File: src/sv/bclpd_pkg.sv
// Shared types and constants for the button click / long-press detector.
// No dependencies; imported by every module of the block.
package bclpd_pkg;

    localparam int unsigned IN_W  = 40;
    localparam int unsigned OUT_W = 24;

    typedef enum logic [1:0] {
        REG_SETTLE_TIME     = 2'd0,
        REG_LONG_THRESHOLD  = 2'd1,
        REG_REPEAT_INTERVAL = 2'd2,
        REG_CLICK_GAP       = 2'd3
    } cfg_idx_t;

    typedef enum logic [2:0] {
        EV_NONE     = 3'd0,
        EV_PRESSED  = 3'd1,
        EV_RELEASED = 3'd2,
        EV_LONG     = 3'd3,
        EV_CLICKS   = 3'd4
    } event_t;

    localparam logic [15:0] SETTLE_RESET = 16'd10;
    localparam logic [15:0] LONG_RESET   = 16'd1000;
    localparam logic [15:0] REPEAT_RESET = 16'd100;
    localparam logic [15:0] GAP_RESET    = 16'd200;
    localparam logic [15:0] TICK_MAX     = 16'hFFFF;
    localparam logic [7:0]  CLICK_MAX    = 8'hFF;

    typedef struct packed {
        logic [15:0] settle_time;
        logic [15:0] long_threshold;
        logic [15:0] repeat_interval;
        logic [15:0] click_gap;
    } cfg_t;

    typedef struct packed {
        logic        debounced_level;
        logic        change_pending;
        logic [31:0] pending_since;
        logic [31:0] pressed_at;
        logic [31:0] released_at;
        logic [15:0] long_tick_count;
        logic [31:0] last_tick_at;
        logic [7:0]  click_count;
    } state_t;

    typedef struct packed {
        logic        stable_level;
        logic [15:0] event_count;
        event_t      event_code;
    } result_t;

endpackage

File: src/sv/bclpd_cfg.sv
// Configuration register bank for the button detector.
// Depends on bclpd_pkg.
module bclpd_cfg (
    input  logic                clk,
    input  logic                rst_n,
    input  logic                cfg_we,
    input  bclpd_pkg::cfg_idx_t cfg_index,
    input  logic [15:0]         cfg_data,
    output bclpd_pkg::cfg_t     cfg
);
    import bclpd_pkg::*;

    cfg_t cfg_reg;
    cfg_t cfg_next;

    always_comb
    begin
        cfg_next = cfg_reg;
        if (cfg_we)
        begin
            unique case (cfg_index)
                REG_SETTLE_TIME:     cfg_next.settle_time     = cfg_data;
                REG_LONG_THRESHOLD:  cfg_next.long_threshold  = cfg_data;
                REG_REPEAT_INTERVAL: cfg_next.repeat_interval = cfg_data;
                REG_CLICK_GAP:       cfg_next.click_gap       = cfg_data;
            endcase
        end
    end

    always_ff @(posedge clk or negedge rst_n)
    begin
        if (!rst_n)
        begin
            cfg_reg.settle_time     <= SETTLE_RESET;
            cfg_reg.long_threshold  <= LONG_RESET;
            cfg_reg.repeat_interval <= REPEAT_RESET;
            cfg_reg.click_gap       <= GAP_RESET;
        end
        else
        begin
            cfg_reg <= cfg_next;
        end
    end

    assign cfg = cfg_reg;

endmodule

File: src/sv/bclpd_step.sv
// Per-poll update: debounce, click counting, long-press ticks, click report.
// Depends on bclpd_pkg; purely combinational between the top-level registers.
module bclpd_step (
    input  bclpd_pkg::state_t  st,
    input  bclpd_pkg::cfg_t    cfg,
    input  logic               pin_level,
    input  logic [31:0]        now_ms,
    output bclpd_pkg::state_t  st_next,
    output bclpd_pkg::result_t res
);
    import bclpd_pkg::*;

    logic [31:0] pend_age;
    logic [31:0] rel_hold;
    logic [31:0] long_hold;
    logic [31:0] tick_age;
    logic [31:0] quiet_time;

    always_comb
    begin
        st_next          = st;
        res.event_code   = EV_NONE;
        res.event_count  = '0;
        pend_age         = now_ms - st.pending_since;
        rel_hold         = now_ms - st.pressed_at;
        tick_age         = now_ms - st.last_tick_at;

        // resolve or open a pending level change
        if (st.change_pending)
        begin
            if (pend_age >= {16'd0, cfg.settle_time})
            begin
                if (pin_level != st.debounced_level)
                begin
                    if (pin_level)
                    begin
                        st_next.pressed_at = now_ms;
                        res.event_code     = EV_PRESSED;
                    end
                    else
                    begin
                        st_next.released_at     = now_ms;
                        res.event_code          = EV_RELEASED;
                        st_next.long_tick_count = '0;
                        if (rel_hold < {16'd0, cfg.long_threshold})
                        begin
                            if (st.click_count != CLICK_MAX)
                                st_next.click_count = st.click_count + 8'd1;
                        end
                        else
                        begin
                            st_next.click_count = '0;
                        end
                    end
                end
                st_next.debounced_level = pin_level;
                st_next.change_pending  = 1'b0;
            end
        end
        else if (pin_level != st.debounced_level)
        begin
            st_next.change_pending = 1'b1;
            st_next.pending_since  = now_ms;
        end

        long_hold  = now_ms - st_next.pressed_at;
        quiet_time = now_ms - st_next.released_at;

        // long-press ticks while held
        if (st_next.debounced_level)
        begin
            if (st_next.long_tick_count == '0)
            begin
                if (st_next.pressed_at != '0 && long_hold > {16'd0, cfg.long_threshold})
                begin
                    st_next.long_tick_count = 16'd1;
                    st_next.last_tick_at    = now_ms;
                    res.event_code          = EV_LONG;
                    res.event_count         = 16'd1;
                end
            end
            else if (tick_age > {16'd0, cfg.repeat_interval})
            begin
                st_next.last_tick_at = now_ms;
                if (st_next.long_tick_count != TICK_MAX)
                    st_next.long_tick_count = st_next.long_tick_count + 16'd1;
                res.event_code  = EV_LONG;
                res.event_count = st_next.long_tick_count;
            end
        end

        // report clicks after a quiet gap
        if (st_next.click_count != '0 && !st_next.debounced_level
            && quiet_time > {16'd0, cfg.click_gap})
        begin
            res.event_code      = EV_CLICKS;
            res.event_count     = {8'd0, st_next.click_count};
            st_next.click_count = '0;
        end

        res.stable_level = st_next.debounced_level;
    end

endmodule

File: src/sv/button_click_long_press_detector.sv
// Top level of the button debouncer with multi-click and long-press detection.
// Depends on bclpd_pkg, bclpd_cfg and bclpd_step.
//
//  channel  | direction | payload (lowest bit first)
//  ---------+-----------+------------------------------------------------
//  s_*      | in        | pin_level[0], now_ms[32:1], zero pad to 40 bits
//  m_*      | out       | event_code[2:0], event_count[18:3], stable_level[19]
//  cfg_*    | in        | cfg_index selects register, cfg_data 16 bits
//
// One item per cycle sustained while m_tready is high; an accepted item passes
// through the input register, then the result register, before it is on
// m_tdata. The poll update runs in the cycle the item moves from the
// input register into the result register. A stall on m_tready holds both
// registers and drops s_tready once both are full. Reset clears the debounce
// state and restores register defaults.
module button_click_long_press_detector (
    input  logic                          clk,
    input  logic                          rst_n,
    input  logic                          s_tvalid,
    output logic                          s_tready,
    input  logic [bclpd_pkg::IN_W-1:0]    s_tdata,   // pin_level, now_ms
    output logic                          m_tvalid,
    input  logic                          m_tready,
    output logic [bclpd_pkg::OUT_W-1:0]   m_tdata,   // event_code, event_count, stable_level
    input  logic                          cfg_we,
    input  bclpd_pkg::cfg_idx_t           cfg_index,
    input  logic [15:0]                   cfg_data
);
    import bclpd_pkg::*;

    cfg_t        cfg;
    state_t      st_reg;
    state_t      st_next;
    result_t     res;
    result_t     out_res_reg;
    logic        in_valid_reg;
    logic        in_valid_next;
    logic        in_level_reg;
    logic [31:0] in_now_reg;
    logic        out_valid_reg;
    logic        out_valid_next;
    logic        advance;
    logic        take;

    bclpd_cfg u_cfg (
        .clk       (clk),
        .rst_n     (rst_n),
        .cfg_we    (cfg_we),
        .cfg_index (cfg_index),
        .cfg_data  (cfg_data),
        .cfg       (cfg)
    );

    bclpd_step u_step (
        .st        (st_reg),
        .cfg       (cfg),
        .pin_level (in_level_reg),
        .now_ms    (in_now_reg),
        .st_next   (st_next),
        .res       (res)
    );

    assign advance  = in_valid_reg && (!out_valid_reg || m_tready);
    assign s_tready = !in_valid_reg || advance;
    assign take     = s_tvalid && s_tready;

    always_comb
    begin
        in_valid_next = in_valid_reg;
        if (take)
            in_valid_next = 1'b1;
        else if (advance)
            in_valid_next = 1'b0;

        out_valid_next = out_valid_reg;
        if (advance)
            out_valid_next = 1'b1;
        else if (m_tready)
            out_valid_next = 1'b0;
    end

    always_ff @(posedge clk or negedge rst_n)
    begin
        if (!rst_n)
        begin
            in_valid_reg  <= 1'b0;
            out_valid_reg <= 1'b0;
            st_reg        <= '0;
        end
        else
        begin
            in_valid_reg  <= in_valid_next;
            out_valid_reg <= out_valid_next;
            if (advance)
                st_reg <= st_next;
        end
    end

    always_ff @(posedge clk)
    begin
        if (take)
        begin
            in_level_reg <= s_tdata[0];
            in_now_reg   <= s_tdata[32:1];
        end
        if (advance)
            out_res_reg <= res;
    end

    assign m_tvalid = out_valid_reg;
    assign m_tdata  = {4'd0, out_res_reg.stable_level, out_res_reg.event_count,
                       out_res_reg.event_code};

    a_long_held : assert property (@(posedge clk) disable iff (!rst_n)
        (out_valid_reg && out_res_reg.event_code == EV_LONG)
        |-> (out_res_reg.stable_level && out_res_reg.event_count != '0))
        else $error("long-press tick reported while released or with zero count");

    a_clicks_released : assert property (@(posedge clk) disable iff (!rst_n)
        (out_valid_reg && out_res_reg.event_code == EV_CLICKS)
        |-> (!out_res_reg.stable_level && out_res_reg.event_count != '0
             && out_res_reg.event_count[15:8] == '0))
        else $error("click report while held or with bad count");

    a_plain_zero : assert property (@(posedge clk) disable iff (!rst_n)
        (out_valid_reg && (out_res_reg.event_code == EV_NONE
                           || out_res_reg.event_code == EV_PRESSED
                           || out_res_reg.event_code == EV_RELEASED))
        |-> out_res_reg.event_count == '0)
        else $error("nonzero count on an event without a count");

    a_state_hold : assert property (@(posedge clk) disable iff (!rst_n)
        !advance |=> $stable(st_reg))
        else $error("debounce state changed without an item");

endmodule

File: config.mk
export PLATFORM = sky130hd
export DESIGN_NAME = button_click_long_press_detector
export DESIGN_NICKNAME = d
export VERILOG_FILES = /design/src/sv/bclpd_pkg.sv /design/src/sv/bclpd_cfg.sv /design/src/sv/bclpd_step.sv /design/src/sv/button_click_long_press_detector.sv
export SDC_FILE = /design/constraint.sdc
export NUM_CORES = 1
export LEC_CHECK = 0
export BUFFER_PORTS_ARGS = -buffer_cell sky130_fd_sc_hd__buf_2
export CORE_ASPECT_RATIO = 1.4
export CORE_MARGIN = 8
export CORE_UTILIZATION = 40
export DETAILED_ROUTE_END_ITERATION = 16
export SLEW_MARGIN = 25
export SYNTH_ARGS = -nofsm -noshare
export SYNTH_HDL_FRONTEND = slang
export SYNTH_SLANG_ARGS = --single-unit
File: constraint.sdc
create_clock -name clk -period 13.9 [get_ports clk]
set_input_delay 0 -clock clk [delete_from_list [all_inputs] [get_ports clk]]
set_output_delay 0 -clock clk [all_outputs]
set_load 0.005 [all_outputs]
==> results of run 1 <==
-- final cells by class --
type,instances,area share
clock inverter,15,0.00630
tap,749,0.0358
clock buffer,46,0.0362
timing repair buffer,171,0.0482
multi-input combinational,2109,0.571
inverter,219,0.0314
sequential,273,0.272
-- cell families after synthesis --
kind of cell	synth area share
buf+inv	0.0592
other cells	0.000160
simple gates	0.175
fa+ha+maj	0.131
flops	0.304
xor+xnor	0.0412
compound gates	0.225
mux	0.0630
-- per-layer routing --
| layer | track usage | part of all wire |
|---|---|---|
| met5 | 0 | 0 |
| met4 | 0.125 | 0.060 |
| met3 | 0.0252 | 0.039 |
| met2 | 0.387 | 0.49 |
| met1 | 0.263 | 0.41 |
-- worst reg2reg max path, delay by kind of cell (launching register included) --
| kind | cells | cell delay, ns |
|---|---|---|
| xor gates and xnor gates | 1 | 0.25 |
| DFF | 1 | 0.49 |
| and+or+nand+nor | 15 | 3.61 |
| adders and majority gates | 5 | 1.63 |
| AOI/OAI and AO/OA | 21 | 5.11 |
| buffers and inverters | 4 | 1.24 |
-- worst max path at each step --
stage                                       start                  endpoint  slack (ns)  depth (start not counted)
final                     in_now_reg[0]$_DFFE_PP_    st_reg[18]$_DFFE_PN0P_        1.43                         46
after floorplan           in_now_reg[1]$_DFFE_PP_  m_tdata[0]$_SDFFCE_PP0P_        3.33                         48
after global placement    in_now_reg[0]$_DFFE_PP_    st_reg[18]$_DFFE_PN0P_        1.72                         46
after CTS                 in_now_reg[0]$_DFFE_PP_    st_reg[30]$_DFFE_PN0P_        1.53                         46
after detailed placement  in_now_reg[0]$_DFFE_PP_    st_reg[18]$_DFFE_PN0P_        1.58                         46
after global routing      in_now_reg[0]$_DFFE_PP_    st_reg[28]$_DFFE_PN0P_        0.75                         46
-- stage by stage --
stage	cells	cell area [um^2]	setup slack [ns]	hold slack [ns]
after CTS	3582	26200	1.53	0.00962
after detailed placement	3466	24500	1.58	0.0677
after global routing	3582	26200	0.748	0.0542
after floorplan	2714	23400	3.33	-0.296
after global placement	3465	24500	1.72	0.0641
final	3582	26200	1.43	0.0359
-- power by group through the flow --
stage	Clock (uW)	Combinational, uW	Sequential, uW
after floorplan	0	2990	1180
after global placement	0	3770	1220
after detailed placement	0	3860	1230
after CTS	936	3900	1210
after global routing	962	4380	1240
final	911	3930	1210
-- placed cells by master, fill, tap and decap left out, drive strengths merged, types with 13 or more instances in the layout --
cell	count
dfstp	14
or3	13
nor3	40
edfxtp	53
o2111ai	15
nor2	172
o31ai	20
and3	31
xnor2	70
nand2	259
nand4	45
o21bai	26
o21ai	196
a21oi	204
buf	116
nor2b	41
a211oi	25
o22ai	47
dlygate4sd3	55
nor4	29
o21a	38
and2	16
a21o	76
clkbuf	46
mux2	90
ha	236
a31oi	23
dfrtp	206
inv	220
xor2	40
a21boi	13
mux2i	46
nand3	68
o211ai	13
or2	14
nand2b	42
==> results_dict.tcl, run 1 <==
set metrics [dict create \
    rrSetupSlack_ns 1.43 \
    crit_path_max_incr_delay_ns 0.60 \
    fp-row-count 105 \
    grt_setup_unrepaired "false" \
    yosysSeqAreaShare 0.304 \
    vias 20900 \
    grt_max_degree 132 \
    synth_warnings 0 \
    grtUsageTotal 0.223 \
    start_util 0.402 \
    die_h_um 302 \
    clock-root-buffer "clkbuf_16" \
    wirelength_mm 74.4 \
    drtAntennaViolNets 0 \
    fmax_mhz 80.2 \
    ff2ff_path_depth 46 \
    netlist_top_cells_area "dfrtp_1 22%, ha_1 13%, edfxtp_1 6.8%" \
    slowest_stage "or4_4" \
    fin_util 0.450 \
    worstHoldPathType "in2async" \
    synth-edff-count 53 \
    slew_violations 0 \
    r2r-start "in_now_reg[0]$_DFFE_PP_" \
    ioPinCount 89 \
    dieArea_um2 66600 \
    drt_first_iter_violations 1555 \
    antenna_found_initial 0 \
    crit_family "compound AO/OA/AOI/OAI gates" \
    slew-limit-headroom 0.357 \
    cts.sinks 273 \
    hold_buffers 55 \
    clk_latency_ns 0.57 \
    switching_share 0.468 \
    cts_made_buffers 34 \
    area_growth_pct 12.0 \
    power_frac_comb 0.649 \
    p_switching_uw 2840 \
    gp_congestion 0.948 \
    setup_tns_ns 0 \
    nets 3112 \
    wl_per_cell_um 20.8 \
    synth_area_um2 23400 \
    portBuffers 77 \
    largest_reg_flops 154 \
    timing.final.crit_share 0.897 \
    pwr_density_cell_nw_per_um2 231 \
    setup_viol 0 \
    crit_type "reg2reg" \
    post_cts_buffers 0 \
    firstDrtPassIters 5 \
    r2r_end "st_reg[18]$_DFFE_PN0P_" \
    synth_cells 2711 \
    arrival_ns 12.88 \
    fin_worst_skew_ns 0.0373 \
    crit_fanout 28 \
    h-tree-depth 2 \
    cp_num_buf_inv 4 \
    ys_ff_latch 273 \
    p_int_uw 3220 \
    grt_pass1_vias 20900 \
    synth-async-reset-ratio 0.806 \
    seqPwrFrac 0.201 \
    clock_path_buffers 3 \
    leakage_uw 0.0113 \
    path_clk_slew_ns 0.07 \
    clockPowerShare 0.151 \
    cts_tree "yes" \
    maxCapViolations 0 \
    core_area_um2 58200 \
    synth_common_cells "258 x nand2_1, 236 x ha_1, 218 x inv_1" \
    netlist-cell-type-count 101 \
    ir_drop_v 0.0000892 \
    cts_resized 0 \
    seqCellArea_um2 7110 \
    synth_top_area_share 0.220 \
    drive_above_1_share 0.121 \
    cp_data_required_time_ns 14.31 \
    drc_errors 0 \
    finalCriticalPeriod_ns 12.47 \
    synth_area_leader_cell "dfrtp_1" \
    fill_cells 5824 \
    synth_area_per_cell_um2 8.62 \
    critPathCaptureType "register" \
    cp-start-kind "register" \
    multi_input_area_um2 14900 \
    viasPerCell 5.84 \
    grt_pass1_wl_mm 117 \
    gr-total-overflow 0 \
    antenna_cells 0 \
    critical_path.most_common_cell "o21ai_0" \
    power_uw 6050 \
    synth.most_common_cell "nand2_1" \
    tightestPinTransition_ns 0.962 \
    status "finished, final reports clean" \
    hold_viol_final 0 \
    ys.flop_type "dfrtp_1" \
    place_hpwl_mm 57.5 \
    die_x_um 220 \
]
No activity file was read; power rests on OpenSTA's default activity.
==> run 2, diff against run 1 <==
--- a/config.mk
+++ b/config.mk
@@ -13,4 +13,5 @@
 export SLEW_MARGIN = 25
 export SYNTH_ARGS = -nofsm -noshare
 export SYNTH_HDL_FRONTEND = slang
+export SYNTH_HIERARCHICAL = 1
 export SYNTH_SLANG_ARGS = --single-unit
==> run 2 against run 1 <==
Net effect:
- non-clock buffer count rose by 5
- critical path depth fell by 1
- routed wire length rose by 1.3%
- count of clock-buffer cells in the layout did not move
- utilization rose by 0.45 points
- clock skew fell by 0.020 ns
- largest power group unchanged
==> results_dict.tcl, run 2 <==
set metrics [dict create \
    firstDrtPassIters 5 \
    synth_cells 2756 \
    antenna_cells 0 \
    ir_drop_v 0.000109 \
    netlist_top_cells_area "dfrtp_1 21%, ha_1 12%, mux2_4 10%" \
    synth_top_family_by_area "compound AO/OA/AOI/OAI gates" \
    top_layer "met4" \
    worstHoldPathType "in2async" \
    drt_first_iter_violations 1386 \
    cp-start-kind "register" \
    slew_violations 0 \
    synthXorXnorAreaFrac 0.0373 \
    slowest_stage "edfxtp_1" \
    viasPerCell 5.65 \
    synth_top_area_share 0.205 \
    drtAntennaViolNets 0 \
    leakage_uw 0.0133 \
    hold_buffers 55 \
    antenna_found_initial 0 \
    hold_viol_final 0 \
    finalCriticalPeriod_ns 11.90 \
    status "finished, final reports clean" \
    multi_input_area_um2 16400 \
    timing.final.crit_share 0.856 \
    cp_data_required_time_ns 14.33 \
    synth-async-reset-ratio 0.806 \
    timing.final.ws_setup_ns 2.00 \
    slew-limit-headroom 0.323 \
    arrival_ns 12.33 \
    start_util 0.405 \
    synth-edff-count 53 \
    synth_compound_area_frac 0.187 \
    fp-row-count 108 \
    largest_reg_flops 154 \
    synth_area_leader_cell "dfrtp_1" \
    fill_cells 5907 \
    nets 3186 \
    gr-total-overflow 0 \
    place_hpwl_mm 57.3 \
    synthSimpleGateAreaFrac 0.145 \
    gp_congestion 0.954 \
    synth_warnings 6 \
    netlist-cell-type-count 100 \
    wl_met3_mm 2.76 \
    synth_area_um2 25100 \
    pwr_density_cell_nw_per_um2 230 \
    grt_pass1_wl_mm 119 \
    grt_max_degree 97 \
    path_clk_slew_ns 0.06 \
    wirelength_mm 75.4 \
    ys_ff_latch 273 \
    synth_area_per_cell_um2 9.10 \
    drive_above_1_share 0.171 \
    timing.hold.ws_ns 0.0926 \
    wl_met2_mm 37.3 \
    tightestPinTransition_ns 1.02 \
    ioPinCount 89 \
    fmax_mhz 84.0 \
    wl_met1_mm 31.8 \
    seqCellArea_um2 7110 \
    cts_resized 0 \
    crit_path_max_incr_delay_ns 0.74 \
    core_area_um2 62000 \
    maxCapViolations 0 \
    post-place-ws_ns 2.15 \
    yosysSeqAreaShare 0.284 \
    ys.flop_type "dfrtp_1" \
    die_h_um 312 \
    clock-root-buffer "clkbuf_16" \
    setup_tns_ns 0 \
    grt_pass1_vias 21300 \
    synthMuxAreaShare 0.158 \
    synth.most_common_cell "inv_1" \
    layout_common_cells "290 x inv_1, 253 x nand2_1, 236 x ha_1" \
    critPathCaptureType "register" \
    setup_viol 0 \
    clock_path_buffers 3 \
    wl_per_cell_um 20.2 \
    portBuffers 77 \
    cts.sinks 273 \
    grt_setup_unrepaired "false" \
    grtUsageTotal 0.210 \
    dieArea_um2 71100 \
    synthAdderAreaFrac 0.124 \
    crit_type "reg2reg" \
    area_growth_pct 12.4 \
    clk_latency_ns 0.55 \
    crit_fanout 36 \
    vias 21100 \
    h-tree-depth 2 \
    drc_errors 0 \
    cts_made_buffers 35 \
    fin_worst_skew_ns 0.0173 \
    mostFrequentLayoutCell "inv_1" \
    die_x_um 228 \
    synth_common_cells "290 x inv_1, 253 x nand2_1, 236 x ha_1" \
    post_cts_buffers 0 \
    cts_tree "yes" \
]
[run 2: path summary, 6_finish.rpt]
check	endpoint	startpoint	slack, ns	cells after the start
setup / recovery	st_reg[24]$_DFFE_PN0P_	in_now_reg[7]$_DFFE_PP_	2.00	45
hold / removal	u_cfg/cfg[58]$_DFFE_PN0P_	rst_n	0.09	2
setup reg to reg	st_reg[24]$_DFFE_PN0P_	in_now_reg[7]$_DFFE_PP_	2.00	45
hold reg to reg	st_reg[143]$_DFFE_PN0P_	st_reg[143]$_DFFE_PN0P_	0.49	1
max in group asynchronous	st_reg[0]$_DFFE_PN0P_	rst_n	12.46	3
min in group clk	u_cfg/cfg[48]$_DFFE_PN0P_	cfg_we	0.12	3
[run 2: per-stage QoR]
stage / cell area, um^2 / power (uW) / util / std cells
2_1_floorplan: 25100 / 4420 / - / 2759
3_3_place_gp: 26300 / 5280 / 0.425 / 3614
3_5_place_dp: 26300 / 5380 / 0.425 / 3614
4_1_cts: 28200 / 6460 / 0.454 / 3732
5_1_grt: 28200 / 7030 / 0.455 / 3733
6_report: 28200 / 6480 / 0.455 / 3733
[run 2: power breakdown]
| group | internal, uW | switching [uW] | total (uW) |
|---|---|---|---|
| Combinational | 1850 | 2370 | 4220 |
| Sequential | 1060 | 179 | 1240 |
| Clock | 633 | 384 | 1020 |
| Total | 3550 | 2930 | 6480 |
[run 2: layout make-up]
| type | instances | share of cell area |
|---|---|---|
| clock buffers | 46 | 0.0365 |
| clock inverters | 17 | 0.00852 |
| inverters | 290 | 0.0386 |
| multi-input cells | 2106 | 0.581 |
| flip-flops and latches | 273 | 0.252 |
| well taps | 825 | 0.0366 |
| repair buffers | 176 | 0.0461 |
[run 2: cells by family (layout without fill, tap and decap cells)]
family	after synthesis	count (layout)
other	1	4
adders and majority gates	247	247
DFF	273	273
AOI/OAI and AO/OA	711	711
and+or+nand+nor	738	738
buffers and inverters	380	529
muxes	299	299
xor gates and xnor gates	107	107
[run 2: metal layers]
layer | track usage | up-vias
li1 | - | 10200
met1 | 0.254 | 10200
met2 | 0.367 | 505
met3 | 0.0231 | 151
met4 | 0.0924 | 0
met5 | 0 | -
[run 2: worst max-delay path: cells and delay by family (launching register included)]
family / cells / cell delay, ns
AOI/OAI and AO/OA: 22 / 4.76
xor gates and xnor gates: 2 / 0.30
adders and majority gates: 4 / 1.45
buffers and inverters: 1 / 0.33
DFF: 1 / 0.74
muxes: 3 / 0.89
and+or+nand+nor: 13 / 3.23
